**src/rtl/assert_macros.svh**
```systemverilog
// Assertion helpers, clocked on aclk and held off during reset.
`ifndef ASSERT_MACROS_SVH
`define ASSERT_MACROS_SVH

// Consequent must hold in the same cycle as the antecedent.
`define CHK_IMPLY(lbl, ante, cons) \
    lbl: assert property (@(posedge aclk) disable iff (!aresetn) (ante) |-> (cons)) \
        else $error("implication check failed");

// Consequent must hold in the cycle after the antecedent.
`define CHK_NEXT(lbl, ante, cons) \
    lbl: assert property (@(posedge aclk) disable iff (!aresetn) (ante) |=> (cons)) \
        else $error("next-cycle check failed");

`endif

```
**src/rtl/ptcs_pkg.sv**
```systemverilog
package ptcs_pkg;

    localparam int DEF_MAX_STEPS = 4;
    localparam int NUM_CUES      = 12;

    localparam logic [1:0] REQ_FRAME   = 2'd0;
    localparam logic [1:0] REQ_TICK    = 2'd1;
    localparam logic [1:0] REQ_SILENCE = 2'd2;

    localparam logic [1:0] CH_CUE   = 2'd0;
    localparam logic [1:0] CH_DRONE = 2'd1;
    localparam logic [1:0] CH_NOISE = 2'd2;

    localparam logic [1:0] CMD_ATTACK  = 2'd0;
    localparam logic [1:0] CMD_RELEASE = 2'd1;
    localparam logic [1:0] CMD_FREQ    = 2'd2;

    localparam logic [1:0] REG_ENABLED     = 2'd0;
    localparam logic [1:0] REG_DRONE_BASE  = 2'd1;
    localparam logic [1:0] REG_DRONE_SLOPE = 2'd2;
    localparam logic [1:0] REG_NOISE_FREQ  = 2'd3;

    localparam logic        RST_ENABLED     = 1'b1;
    localparam logic [10:0] RST_DRONE_BASE  = 11'd420;
    localparam logic [2:0]  RST_DRONE_SLOPE = 3'd2;
    localparam logic [11:0] RST_NOISE_FREQ  = 12'd900;

    typedef struct packed {
        logic [11:0] freq;
        logic [4:0]  ticks;
    } step_t;

    typedef struct packed {
        logic [11:0] frequency;
        logic [1:0]  command;
        logic [1:0]  channel;
        logic        last;
    } cmd_t;

    localparam step_t CUE_ROM [0:15][0:3] = '{
        '{'{12'd620, 5'd6},  '{12'd500, 5'd10}, '{12'd410, 5'd22},  '{12'd0, 5'd0}},
        '{'{12'd523, 5'd5},  '{12'd659, 5'd5},  '{12'd784, 5'd5},   '{12'd1046, 5'd22}},
        '{'{12'd660, 5'd4},  '{12'd500, 5'd9},  '{12'd430, 5'd13},  '{12'd0, 5'd0}},
        '{'{12'd600, 5'd4},  '{12'd440, 5'd14}, '{12'd0, 5'd0},     '{12'd0, 5'd0}},
        '{'{12'd1320, 5'd18}, '{12'd0, 5'd0},   '{12'd0, 5'd0},     '{12'd0, 5'd0}},
        '{'{12'd784, 5'd5},  '{12'd1046, 5'd12}, '{12'd0, 5'd0},    '{12'd0, 5'd0}},
        '{'{12'd440, 5'd3},  '{12'd880, 5'd4},  '{12'd1320, 5'd10}, '{12'd0, 5'd0}},
        '{'{12'd520, 5'd3},  '{12'd880, 5'd10}, '{12'd0, 5'd0},     '{12'd0, 5'd0}},
        '{'{12'd660, 5'd7},  '{12'd0, 5'd0},    '{12'd0, 5'd0},     '{12'd0, 5'd0}},
        '{'{12'd440, 5'd11}, '{12'd0, 5'd0},    '{12'd0, 5'd0},     '{12'd0, 5'd0}},
        '{'{12'd580, 5'd3},  '{12'd460, 5'd6},  '{12'd0, 5'd0},     '{12'd0, 5'd0}},
        '{'{12'd540, 5'd5},  '{12'd0, 5'd0},    '{12'd0, 5'd0},     '{12'd0, 5'd0}},
        '{'{12'd0, 5'd0},    '{12'd0, 5'd0},    '{12'd0, 5'd0},     '{12'd0, 5'd0}},
        '{'{12'd0, 5'd0},    '{12'd0, 5'd0},    '{12'd0, 5'd0},     '{12'd0, 5'd0}},
        '{'{12'd0, 5'd0},    '{12'd0, 5'd0},    '{12'd0, 5'd0},     '{12'd0, 5'd0}},
        '{'{12'd0, 5'd0},    '{12'd0, 5'd0},    '{12'd0, 5'd0},     '{12'd0, 5'd0}}
    };

    localparam logic [2:0] CUE_LEN [0:15] = '{
        3'd3, 3'd4, 3'd3, 3'd2, 3'd1, 3'd2, 3'd3, 3'd2, 3'd1, 3'd1, 3'd2, 3'd1,
        3'd0, 3'd0, 3'd0, 3'd0
    };

endpackage

```
**src/rtl/priority_tone_cue_sequencer_unit.sv**
```systemverilog
// Channel | Dir | Signals                         | Contents
// s_      | in  | s_tvalid s_tready s_tdata s_tuser | one request per accept
// m_      | out | m_tvalid m_tready m_tdata m_tlast | one command per accept
// apb     | in  | psel penable pwrite paddr pwdata  | four config registers
//
// A request waits in the input register, then its 0 to 3 commands load the
// command register once the previous group is empty or its last command is taken.
// The commands drain on m_ one a cycle while m_tready is high.
// A new request is taken while commands still wait; only a full input register
// with an undrained command group stalls s_. aresetn is synchronous, active low.
`include "assert_macros.svh"

module priority_tone_cue_sequencer_unit
    import ptcs_pkg::*;
#(
    parameter int MAX_STEPS = DEF_MAX_STEPS
) (
    input  logic        aclk,
    input  logic        aresetn,
    input  logic        s_tvalid,
    output logic        s_tready,
    input  logic [23:0] s_tdata,   // rev[7:0], grinding[8], cue_events[20:9], zero pad
    input  logic [1:0]  s_tuser,   // req_type[1:0]
    output logic        m_tvalid,
    input  logic        m_tready,
    output logic [15:0] m_tdata,   // channel[1:0], command[3:2], frequency[15:4]
    output logic        m_tlast,
    input  logic        psel,
    input  logic        penable,
    input  logic        pwrite,
    input  logic [3:0]  paddr,
    input  logic [31:0] pwdata,
    output logic [31:0] prdata,
    output logic        pready
);

    localparam int PW = $clog2(MAX_STEPS + 1);
    localparam int CW = (PW > 3) ? PW : 3;

    logic        enabled_reg;
    logic [10:0] drone_base_reg;
    logic [2:0]  drone_slope_reg;
    logic [11:0] noise_freq_reg;

    logic        in_vld_reg;
    logic [1:0]  in_req_reg;
    logic [7:0]  in_rev_reg;
    logic        in_grind_reg;
    logic [11:0] in_ev_reg;

    logic [3:0]    cue_reg, cue_next;
    logic [2:0]    step_total_reg, step_total_next;
    logic [PW-1:0] step_pos_reg, step_pos_next;
    logic [4:0]    ticks_reg, ticks_next;
    logic          drone_on_reg, drone_on_next;
    logic          noise_on_reg, noise_on_next;

    cmd_t       grp_reg [3];
    cmd_t       grp_next [3];
    logic [1:0] grp_cnt_reg;
    logic [1:0] grp_cnt_next;

    logic        fire;
    logic        cfg_wr;
    logic [11:0] drone_freq;
    logic [3:0]  top_cue;
    logic [2:0]  load_len;
    logic        step_left;
    step_t       cur_step;

    assign pready = 1'b1;
    assign cfg_wr = psel & penable & pwrite;

    always_comb begin
        case (paddr[3:2])
            REG_ENABLED:     prdata = {31'd0, enabled_reg};
            REG_DRONE_BASE:  prdata = {21'd0, drone_base_reg};
            REG_DRONE_SLOPE: prdata = {29'd0, drone_slope_reg};
            REG_NOISE_FREQ:  prdata = {20'd0, noise_freq_reg};
            default:         prdata = 32'd0;
        endcase
    end

    always_ff @(posedge aclk) begin
        if (!aresetn) begin
            enabled_reg     <= RST_ENABLED;
            drone_base_reg  <= RST_DRONE_BASE;
            drone_slope_reg <= RST_DRONE_SLOPE;
            noise_freq_reg  <= RST_NOISE_FREQ;
        end else if (cfg_wr) begin
            case (paddr[3:2])
                REG_ENABLED:     enabled_reg     <= pwdata[0];
                REG_DRONE_BASE:  drone_base_reg  <= pwdata[10:0];
                REG_DRONE_SLOPE: drone_slope_reg <= pwdata[2:0];
                REG_NOISE_FREQ:  noise_freq_reg  <= pwdata[11:0];
                default: ;
            endcase
        end
    end

    assign fire     = in_vld_reg && ((grp_cnt_reg == 2'd0) || (grp_cnt_reg == 2'd1 && m_tready));
    assign s_tready = !in_vld_reg || fire;

    always_ff @(posedge aclk) begin
        if (!aresetn) begin
            in_vld_reg <= 1'b0;
        end else if (s_tready) begin
            in_vld_reg <= s_tvalid;
        end
    end

    always_ff @(posedge aclk) begin
        if (s_tready && s_tvalid) begin
            in_req_reg   <= s_tuser;
            in_rev_reg   <= s_tdata[7:0];
            in_grind_reg <= s_tdata[8];
            in_ev_reg    <= s_tdata[20:9];
        end
    end

    always_comb begin
        top_cue = 4'd0;
        for (int i = NUM_CUES - 1; i >= 0; i--) begin
            if (in_ev_reg[i]) begin
                top_cue = 4'(i);
            end
        end
    end

    assign load_len   = (CW'(CUE_LEN[top_cue]) > CW'(MAX_STEPS)) ? 3'(MAX_STEPS)
                                                                 : CUE_LEN[top_cue];
    assign drone_freq = 12'(drone_base_reg) + 12'(drone_slope_reg) * 12'(in_rev_reg);
    assign step_left  = CW'(step_pos_reg) < CW'(step_total_reg);
    assign cur_step   = CUE_ROM[cue_reg][2'(step_pos_reg)];

    always_comb begin
        cue_next        = cue_reg;
        step_total_next = step_total_reg;
        step_pos_next   = step_pos_reg;
        ticks_next      = ticks_reg;
        drone_on_next   = drone_on_reg;
        noise_on_next   = noise_on_reg;
        grp_cnt_next    = 2'd0;
        for (int i = 0; i < 3; i++) begin
            grp_next[i] = '0;
        end
        case (in_req_reg)
            REQ_FRAME: begin
                if (enabled_reg) begin
                    if (in_rev_reg != 8'd0) begin
                        grp_next[grp_cnt_next] = '{drone_freq,
                                                   drone_on_reg ? CMD_FREQ : CMD_ATTACK,
                                                   CH_DRONE, 1'b0};
                        grp_cnt_next  = grp_cnt_next + 2'd1;
                        drone_on_next = 1'b1;
                    end else if (drone_on_reg) begin
                        grp_next[grp_cnt_next] = '{12'd0, CMD_RELEASE, CH_DRONE, 1'b0};
                        grp_cnt_next  = grp_cnt_next + 2'd1;
                        drone_on_next = 1'b0;
                    end
                    if (in_grind_reg) begin
                        if (!noise_on_reg) begin
                            grp_next[grp_cnt_next] = '{noise_freq_reg, CMD_ATTACK, CH_NOISE, 1'b0};
                            grp_cnt_next  = grp_cnt_next + 2'd1;
                            noise_on_next = 1'b1;
                        end
                    end else if (noise_on_reg) begin
                        grp_next[grp_cnt_next] = '{12'd0, CMD_RELEASE, CH_NOISE, 1'b0};
                        grp_cnt_next  = grp_cnt_next + 2'd1;
                        noise_on_next = 1'b0;
                    end
                    if (in_ev_reg != 12'd0) begin
                        cue_next        = top_cue;
                        step_total_next = load_len;
                        step_pos_next   = '0;
                        ticks_next      = 5'd0;
                        if (in_ev_reg[0]) begin
                            grp_next[grp_cnt_next] = '{12'd0, CMD_RELEASE, CH_DRONE, 1'b0};
                            grp_cnt_next  = grp_cnt_next + 2'd1;
                            drone_on_next = 1'b0;
                        end
                    end
                end
            end
            REQ_TICK: begin
                if (ticks_reg != 5'd0) begin
                    ticks_next = ticks_reg - 5'd1;
                end else if (step_left && CW'(step_pos_reg) < CW'(MAX_STEPS)) begin
                    grp_next[0]   = '{cur_step.freq, CMD_ATTACK, CH_CUE, 1'b0};
                    grp_cnt_next  = 2'd1;
                    ticks_next    = cur_step.ticks;
                    step_pos_next = step_pos_reg + PW'(1);
                end else begin
                    if (CW'(step_pos_reg) < CW'(MAX_STEPS)) begin
                        step_pos_next = step_pos_reg + PW'(1);
                    end
                    if (step_total_reg != 3'd0) begin
                        grp_next[0]     = '{12'd0, CMD_RELEASE, CH_CUE, 1'b0};
                        grp_cnt_next    = 2'd1;
                        step_total_next = 3'd0;
                    end
                end
            end
            REQ_SILENCE: begin
                grp_next[0]     = '{12'd0, CMD_RELEASE, CH_CUE, 1'b0};
                grp_next[1]     = '{12'd0, CMD_RELEASE, CH_DRONE, 1'b0};
                grp_next[2]     = '{12'd0, CMD_RELEASE, CH_NOISE, 1'b0};
                grp_cnt_next    = 2'd3;
                step_total_next = 3'd0;
                drone_on_next   = 1'b0;
                noise_on_next   = 1'b0;
            end
            default: ;
        endcase
        for (int i = 0; i < 3; i++) begin
            grp_next[i].last = (grp_cnt_next != 2'd0) && (2'(i) == grp_cnt_next - 2'd1);
        end
    end

    always_ff @(posedge aclk) begin
        if (!aresetn) begin
            step_total_reg <= 3'd0;
            step_pos_reg   <= '0;
            ticks_reg      <= 5'd0;
            drone_on_reg   <= 1'b0;
            noise_on_reg   <= 1'b0;
        end else if (fire) begin
            step_total_reg <= step_total_next;
            step_pos_reg   <= step_pos_next;
            ticks_reg      <= ticks_next;
            drone_on_reg   <= drone_on_next;
            noise_on_reg   <= noise_on_next;
        end
    end

    always_ff @(posedge aclk) begin
        if (fire) begin
            cue_reg <= cue_next;
        end
    end

    // load a fresh group, else shift out the taken command
    always_ff @(posedge aclk) begin
        if (!aresetn) begin
            grp_cnt_reg <= 2'd0;
        end else if (fire) begin
            grp_cnt_reg <= grp_cnt_next;
        end else if (m_tvalid && m_tready) begin
            grp_cnt_reg <= grp_cnt_reg - 2'd1;
        end
    end

    always_ff @(posedge aclk) begin
        if (fire) begin
            grp_reg <= grp_next;
        end else if (m_tvalid && m_tready) begin
            grp_reg[0] <= grp_reg[1];
            grp_reg[1] <= grp_reg[2];
        end
    end

    assign m_tvalid = grp_cnt_reg != 2'd0;
    assign m_tdata  = {grp_reg[0].frequency, grp_reg[0].command, grp_reg[0].channel};
    assign m_tlast  = grp_reg[0].last;

    `CHK_IMPLY(a_last_on_final, m_tvalid && m_tlast, grp_cnt_reg == 2'd1)
    `CHK_IMPLY(a_more_after, m_tvalid && !m_tlast, grp_cnt_reg != 2'd1)
    `CHK_IMPLY(a_pos_bound, 1'b1, CW'(step_pos_reg) <= CW'(MAX_STEPS))
    `CHK_NEXT(a_silence_clears, fire && in_req_reg == REQ_SILENCE,
              step_total_reg == 3'd0 && !drone_on_reg && !noise_on_reg)

endmodule
```
**config.mk**
```make
export PLATFORM = sky130hd
export DESIGN_NAME = priority_tone_cue_sequencer_unit
export DESIGN_NICKNAME = d
export VERILOG_FILES = /design/src/rtl/ptcs_pkg.sv /design/src/rtl/priority_tone_cue_sequencer_unit.sv
export VERILOG_INCLUDE_DIRS = /design/src /design/src/rtl
export SDC_FILE = /design/constraint.sdc
export NUM_CORES = 1
export LEC_CHECK = 0
export ABC_AREA = 1
export BUFFER_PORTS_ARGS = -buffer_cell sky130_fd_sc_hd__buf_2
export CORE_ASPECT_RATIO = 1.75
export CORE_UTILIZATION = 62
export DETAILED_ROUTE_END_ITERATION = 10
export GPL_TIMING_DRIVEN = 0
export PLACE_DENSITY = 0.87
export SLEW_MARGIN = 0
export SYNTH_ARGS = -nofsm -noshare
export SYNTH_HDL_FRONTEND = slang
export SYNTH_SLANG_ARGS = --single-unit
export TNS_END_PERCENT = 100
```
**constraint.sdc**
```tcl
create_clock -name aclk -period 9.7 [get_ports aclk]
set_clock_uncertainty 0.1 [all_clocks]
set_input_delay 0.485 -clock aclk [delete_from_list [all_inputs] [get_ports aclk]]
set_output_delay 0.485 -clock aclk [all_outputs]
set_load 0.02 [all_outputs]
```
* Word level (Yosys, flattened, before mapping)
Memory sizes are Yosys's and may differ from the RTL's.
Index checks and enable logic that the tools add are counted.
** Storage, ports and cells
- Flip-flop bits (word level) :: 121
- Memory bits (read-only) :: 1136
- Input bits :: 69
- Logic and storage cells :: 201
- Memories :: 2
** Cells by class
- Add/subtract/negate cells :: 7
- Multiply operators :: 1
- Magnitude comparators :: 10
- Eq/ne operators :: 15
- Multiplexer cells :: 89
- Bitwise operators :: 13
- Reductions and logical operators :: 36
** Memories
- (name not given) :: words 16, bits a word 68, rd ports 1, clocked after Yosys merged registers in 0, write ports 0, line priority_tone_cue_sequencer_unit.sv:134 : assign cur_step = CUE_ROM[cue_reg][2'(step_pos_reg)];
- (name not given) :: words 16, bits a word 3, rd ports 1, clocked after Yosys merged registers in 0, write ports 0, line priority_tone_cue_sequencer_unit.sv:131 : : CUE_LEN[top_cue];
** Operators with widths (count)
- $mux W51 :: 8
- $mux W17 :: 9
- $mux W68 :: 2
- $pmux W32 S4 :: 1
- $and A45 B45 Y45 :: 2
- $not A45 Y45 :: 2
- $demux W17 S2 :: 2
- $mux W34 :: 2
- $pmux W34 S2 :: 1
- $mux W4 :: 14
- $bwmux W51 :: 1
- $pmux W17 S3 :: 1
- $mux W3 :: 13
- $bmux W17 S2 :: 1
- $mux W2 :: 15
- $mux W5 :: 4
- $add A11 B11 Y12 :: 1
- $or A6 B6 Y6 :: 2
- $reduce_bool A12 Y1 :: 1
- $mul A3 B8 Y11 :: 1
- $ge A5 B5 Y1 const B :: 2
- $logic_and A1 B1 Y1 :: 10
- $ne A2 B2 Y1 const B :: 5
- $not A4 Y5 :: 2
- 35 further kinds :: 69

* Logic depth before layout (Yosys ltp)
- Word-level depth :: 21
- Gate-level depth with buffers :: 20
- Gate-level depth less buffers :: 19

* Worst setup path before layout
Ideal clock, no wire load.
- Path type :: register to register
- Start :: register grp_cnt_reg[0]
- End :: register grp_cnt_reg[0]
- Arrival :: 3.671 ns
- Path slack :: 5.825 ns
- Stages on the path, launching flop included :: 7
- Buffers on the path :: 0
- Period minus slack after synthesis :: 3.875 ns
- Cell sequence :: dfxtp_1 -> inv_1 -> ha_1 -> inv_1 -> o21ai_0 -> o21ai_0 -> a31oi_1
** On the way
- Elaborated cells on any way between the ends :: 11
** RTL lines
- start, declared :: line priority_tone_cue_sequencer_unit.sv:60 : logic [1:0] grp_cnt_reg;
- start signal, assigned :: line priority_tone_cue_sequencer_unit.sv:247 : grp_cnt_reg <= grp_cnt_next;
- start signal, assigned :: line priority_tone_cue_sequencer_unit.sv:249 : grp_cnt_reg <= grp_cnt_reg - 2'd1;
- $reduce_bool A2 Y1 :: line priority_tone_cue_sequencer_unit.sv:262 : assign m_tvalid = grp_cnt_reg != 2'd0;
- named net m_tvalid :: line priority_tone_cue_sequencer_unit.sv:24 : output logic m_tvalid,
- $logic_and A1 B1 Y1 :: line priority_tone_cue_sequencer_unit.sv:248 : end else if (m_tvalid && m_tready) begin
- $reduce_bool A2 Y1 (no source line)
The timed path passes the listed nets, and every way through them passes these cells. The select of a mux whose other input is x is not followed.
A chain may end at the register's enable or synchronous reset.

* Worst setup path in the final report
- Start :: register drone_slope_reg[2]
- End :: register grp_reg, in the netlist m_tdata[13], data pin
** On the way
- Longest elaborated chain between the ends :: 16
- Elaborated cells on any way between the ends :: 18
** Ends and longest elaborated chain
- start, declared :: line priority_tone_cue_sequencer_unit.sv:42 : logic [2:0] drone_slope_reg;
- start signal, assigned :: line priority_tone_cue_sequencer_unit.sv:94 : REG_DRONE_SLOPE: drone_slope_reg <= pwdata[2:0];
- $mul A3 B8 Y11 (*) :: line priority_tone_cue_sequencer_unit.sv:132 : assign drone_freq = 12'(drone_base_reg) + 12'(drone_slope_reg) * 12'(in_rev_reg);
- $add A11 B11 Y12 (*) :: line priority_tone_cue_sequencer_unit.sv:132
- $mux W17 (*) :: line priority_tone_cue_sequencer_unit.sv:150 : if (in_rev_reg != 8'd0) begin
- $mux W17 (*) :: line priority_tone_cue_sequencer_unit.sv:149 : if (enabled_reg) begin
- $mux W17 (*) :: line priority_tone_cue_sequencer_unit.sv:147 : case (in_req_reg)
- $and A45 B45 Y45 (no source line) or $bwmux W51 (tied branches)
- $mux W51, on equally long branches :: line priority_tone_cue_sequencer_unit.sv:167, priority_tone_cue_sequencer_unit.sv:162
- $mux W51 (*) :: line priority_tone_cue_sequencer_unit.sv:161 : if (in_grind_reg) begin
- $mux W51 (*) :: line priority_tone_cue_sequencer_unit.sv:149
- $mux W51 (*) :: line priority_tone_cue_sequencer_unit.sv:147
- $and A45 B45 Y45 (no source line)
- $mux W51 :: line priority_tone_cue_sequencer_unit.sv:177 : if (in_ev_reg[0]) begin
- $mux W51 (*) :: line priority_tone_cue_sequencer_unit.sv:172 : if (in_ev_reg != 12'd0) begin
- $mux W51 (*) :: line priority_tone_cue_sequencer_unit.sv:149
- $pmux W17 S3 (*) :: line priority_tone_cue_sequencer_unit.sv:147
- $mux W34 (*) :: line priority_tone_cue_sequencer_unit.sv:254 : if (fire) begin
- end signal, assigned :: line priority_tone_cue_sequencer_unit.sv:255 : grp_reg <= grp_next;
- end, declared :: line priority_tone_cue_sequencer_unit.sv:58 : cmd_t grp_reg [3];
Mark *: on every way between the ends. The rest lies on a longest branch, timed or not. The select of a mux whose other input is x is not followed.

==> metrics.cfg <==
[setup_path]
worstPathCellList=clkbuf_1 -> nand2_1 -> fa_1 -> inv_1 -> fa_1 -> inv_1 -> fa_1 -> inv_1 -> nand3_1 -> nand2_1 -> nand2_1 -> nand2_1 -> a21oi_2 -> o21bai_1 -> nand2_1 -> nand3_1 -> o31ai_1 -> nand2_1 -> nand2_1
crit_buf_inv=4
crit_path_start_kind=flop
cp_max_fo=10
worstPathRequired_ns=9.72
endpoint_kind=flop
crit_slowest_cell=fa_1
cp_slowest_stage_delay_ns=0.55
critPathTopFamily=adder cells
critPathArrivalTime_ns=3.90
worstSetupPathType=flop to flop
critPathMostFrequentCell=nand2_1

[sta]
rsz0062_at_grt=false
period_share_pct=40.1
max_freq_mhz=257
finalHoldViolations=0
finalCriticalPeriod_ns=3.89
worst_pin_slew_ns=0.902
relSlewSlack_pct=39.8
setup_violations=0
finalMaxSlewViolations=0
tns_ns=0

[floorplan]
dieArea_um2=12200
pin_count=121
die_h_um=145
start_util_pct=63.1
row_count=52
core_area_um2=11500
die_w_um=83.8

[grt]
grt_pass1_wl_um=30000
grt_use_total_pct=31.8
grt_max_degree=32
grt_pass1_vias=6286
antenna_found_initial=0
overflow=0

[clock_network]
ctsHoldBuffers=0
path_clk_slew_ns=0.07
clock-sinks=107
clockBufferDepth=2
cts_tree=yes
cts_max_level=3
cts_buffers=9
clkLatencyLatePin_ns=0.36
root_buffer=clkbuf_16
cts-resized-gates=0
cts_setup_buffers=0

[final_layout]
syn2layout_area_growth_pct=13.4
n_antenna_cell=0
largest_reg_flops=20
final_util_pct=71.5
final_common_cell=nand2_1
mostFrequentLayoutCells=180 x nand2_1, 139 x inv_1, 84 x buf_2
final_nets=1126
final.fill_count=888
drive_gt1_share_pct=20.2

[route]
detail_route.iter0.violations=475
drt-total-wl_um=18900
wl_per_cell_um=16.5
dr.pass1.iters=8
via_per_inst=5.71
antenna_left=0
vias=6541
drc=8

[logic_synthesis]
ys_seq_area_share_pct=38.3
ys_warn_count=0
ys_ff_latch=107
avgSynthCellArea_um2=8.07
synth_ff_type=edfxtp_1
synthCells=900
synth_enable_flop_cells=64
netlist_area_um2=7260
async_flop_share_pct=0
synth_cell_types=62

[power]
p_leak_nw=3.91
irDropWorstVdd_mv=0.143
p_per_area_nw_per_um2=206

[placed_design]
dp_hpwl_um=14700
globalplace.congestion=0.961
io_buffers=74

[run_status]
status=finished with violations
violations=design-rule violations

[job]
max-cap-violations=0

[worst_hold_path]
hold_path.class=primary input to flop

## layout make-up
type / count / area (µm²) / share of cell area [%]
Buffer: 64 / 410 / 4.98
Clock buffer: 9 / 225 / 2.74
Clock inverter: 7 / 105 / 1.28
Inverter: 159 / 599 / 7.28
Multi-Input combinational cell: 589 / 3550 / 43.1
Sequential cell: 107 / 2780 / 33.8
Tap cell: 135 / 169 / 2.05
Timing Repair Buffer: 75 / 390 / 4.74
## through the flow
stage | area (µm²) | hold slack [ns] | total power, mW | cells | setup slack (ns)
after floorplan | 7330 | 0.339 | 1.10 | 919 | 5.82
after global placement | 7870 | 0.352 | 1.26 | 1128 | 4.76
after detailed placement | 7900 | 0.350 | 1.28 | 1129 | 5.84
after CTS | 8230 | 0.195 | 1.69 | 1145 | 5.83
after global routing | 8230 | 0.185 | 1.77 | 1145 | 5.60
final | 8230 | 0.196 | 1.69 | 1145 | 5.81
## cells by family (layout without fill, tap and decap cells)
logic type               count (synthesis)  after routing  synth area share [%]
AND/OR/NAND/NOR                        326            326                  20.2
buffers and inverters                  223            314                  13.9
AO/OA/AOI/OAI                          185            185                  16.3
flip-flops                             107            107                  38.3
adder cells (fa/ha/maj)                 52             52                  10.5
XOR/XNOR                                 4              4                 0.482
other                                    2             21                 0.103
multiplexers                             1              1                 0.138
## cells in the mapped netlist, types with 7 or more instances
| cell type | count | area [µm²] |
|---|---|---|
| nand2_1 | 180 | 676 |
| inv_1 | 139 | 522 |
| nor2_1 | 66 | 248 |
| edfxtp_1 | 64 | 1920 |
| o21ai_0 | 56 | 280 |
| a21oi_1 | 45 | 225 |
| dfxtp_1 | 43 | 861 |
| buf_4 | 40 | 300 |
| ha_1 | 37 | 463 |
| nand3_1 | 32 | 160 |
| inv_2 | 18 | 67.6 |
| fa_1 | 15 | 300 |
| clkbuf_1 | 13 | 48.8 |
| o211ai_1 | 12 | 90.1 |
| buf_2 | 10 | 50.1 |
| nor4_1 | 10 | 62.6 |
| nor2_2 | 8 | 50.1 |
| o21ai_1 | 8 | 40.0 |
| o22ai_1 | 8 | 50.1 |
| a21oi_2 | 7 | 61.3 |
## per-layer routing
metal,global-route usage (%),routed length [µm],vias to the layer above
li1,-,-,3120
met1,31.0,6310,3008
met2,60.3,10400,326
met3,4.15,1010,87
met4,21.9,1130,0
met5,0,0,-
## path summary, 6_finish.rpt
path / startpoint / to / slack (ns) / depth (start not counted)
worst max-delay path: drone_slope_reg[2] / m_tdata[13] / 5.81 / 19
worst min-delay path: s_tdata[14] / in_ev_reg[5] / 0.20 / 1
worst max register to register: drone_slope_reg[2] / m_tdata[13] / 5.81 / 19
worst min register to register: ticks_reg[4] / ticks_reg[4] / 0.36 / 2
## power by group
group	switching (mW)	total, mW	internal, mW
registers	0.0374	0.646	0.609
logic	0.411	0.637	0.225
clock network	0.179	0.410	0.231
Power figures use the tool's default switching activity.
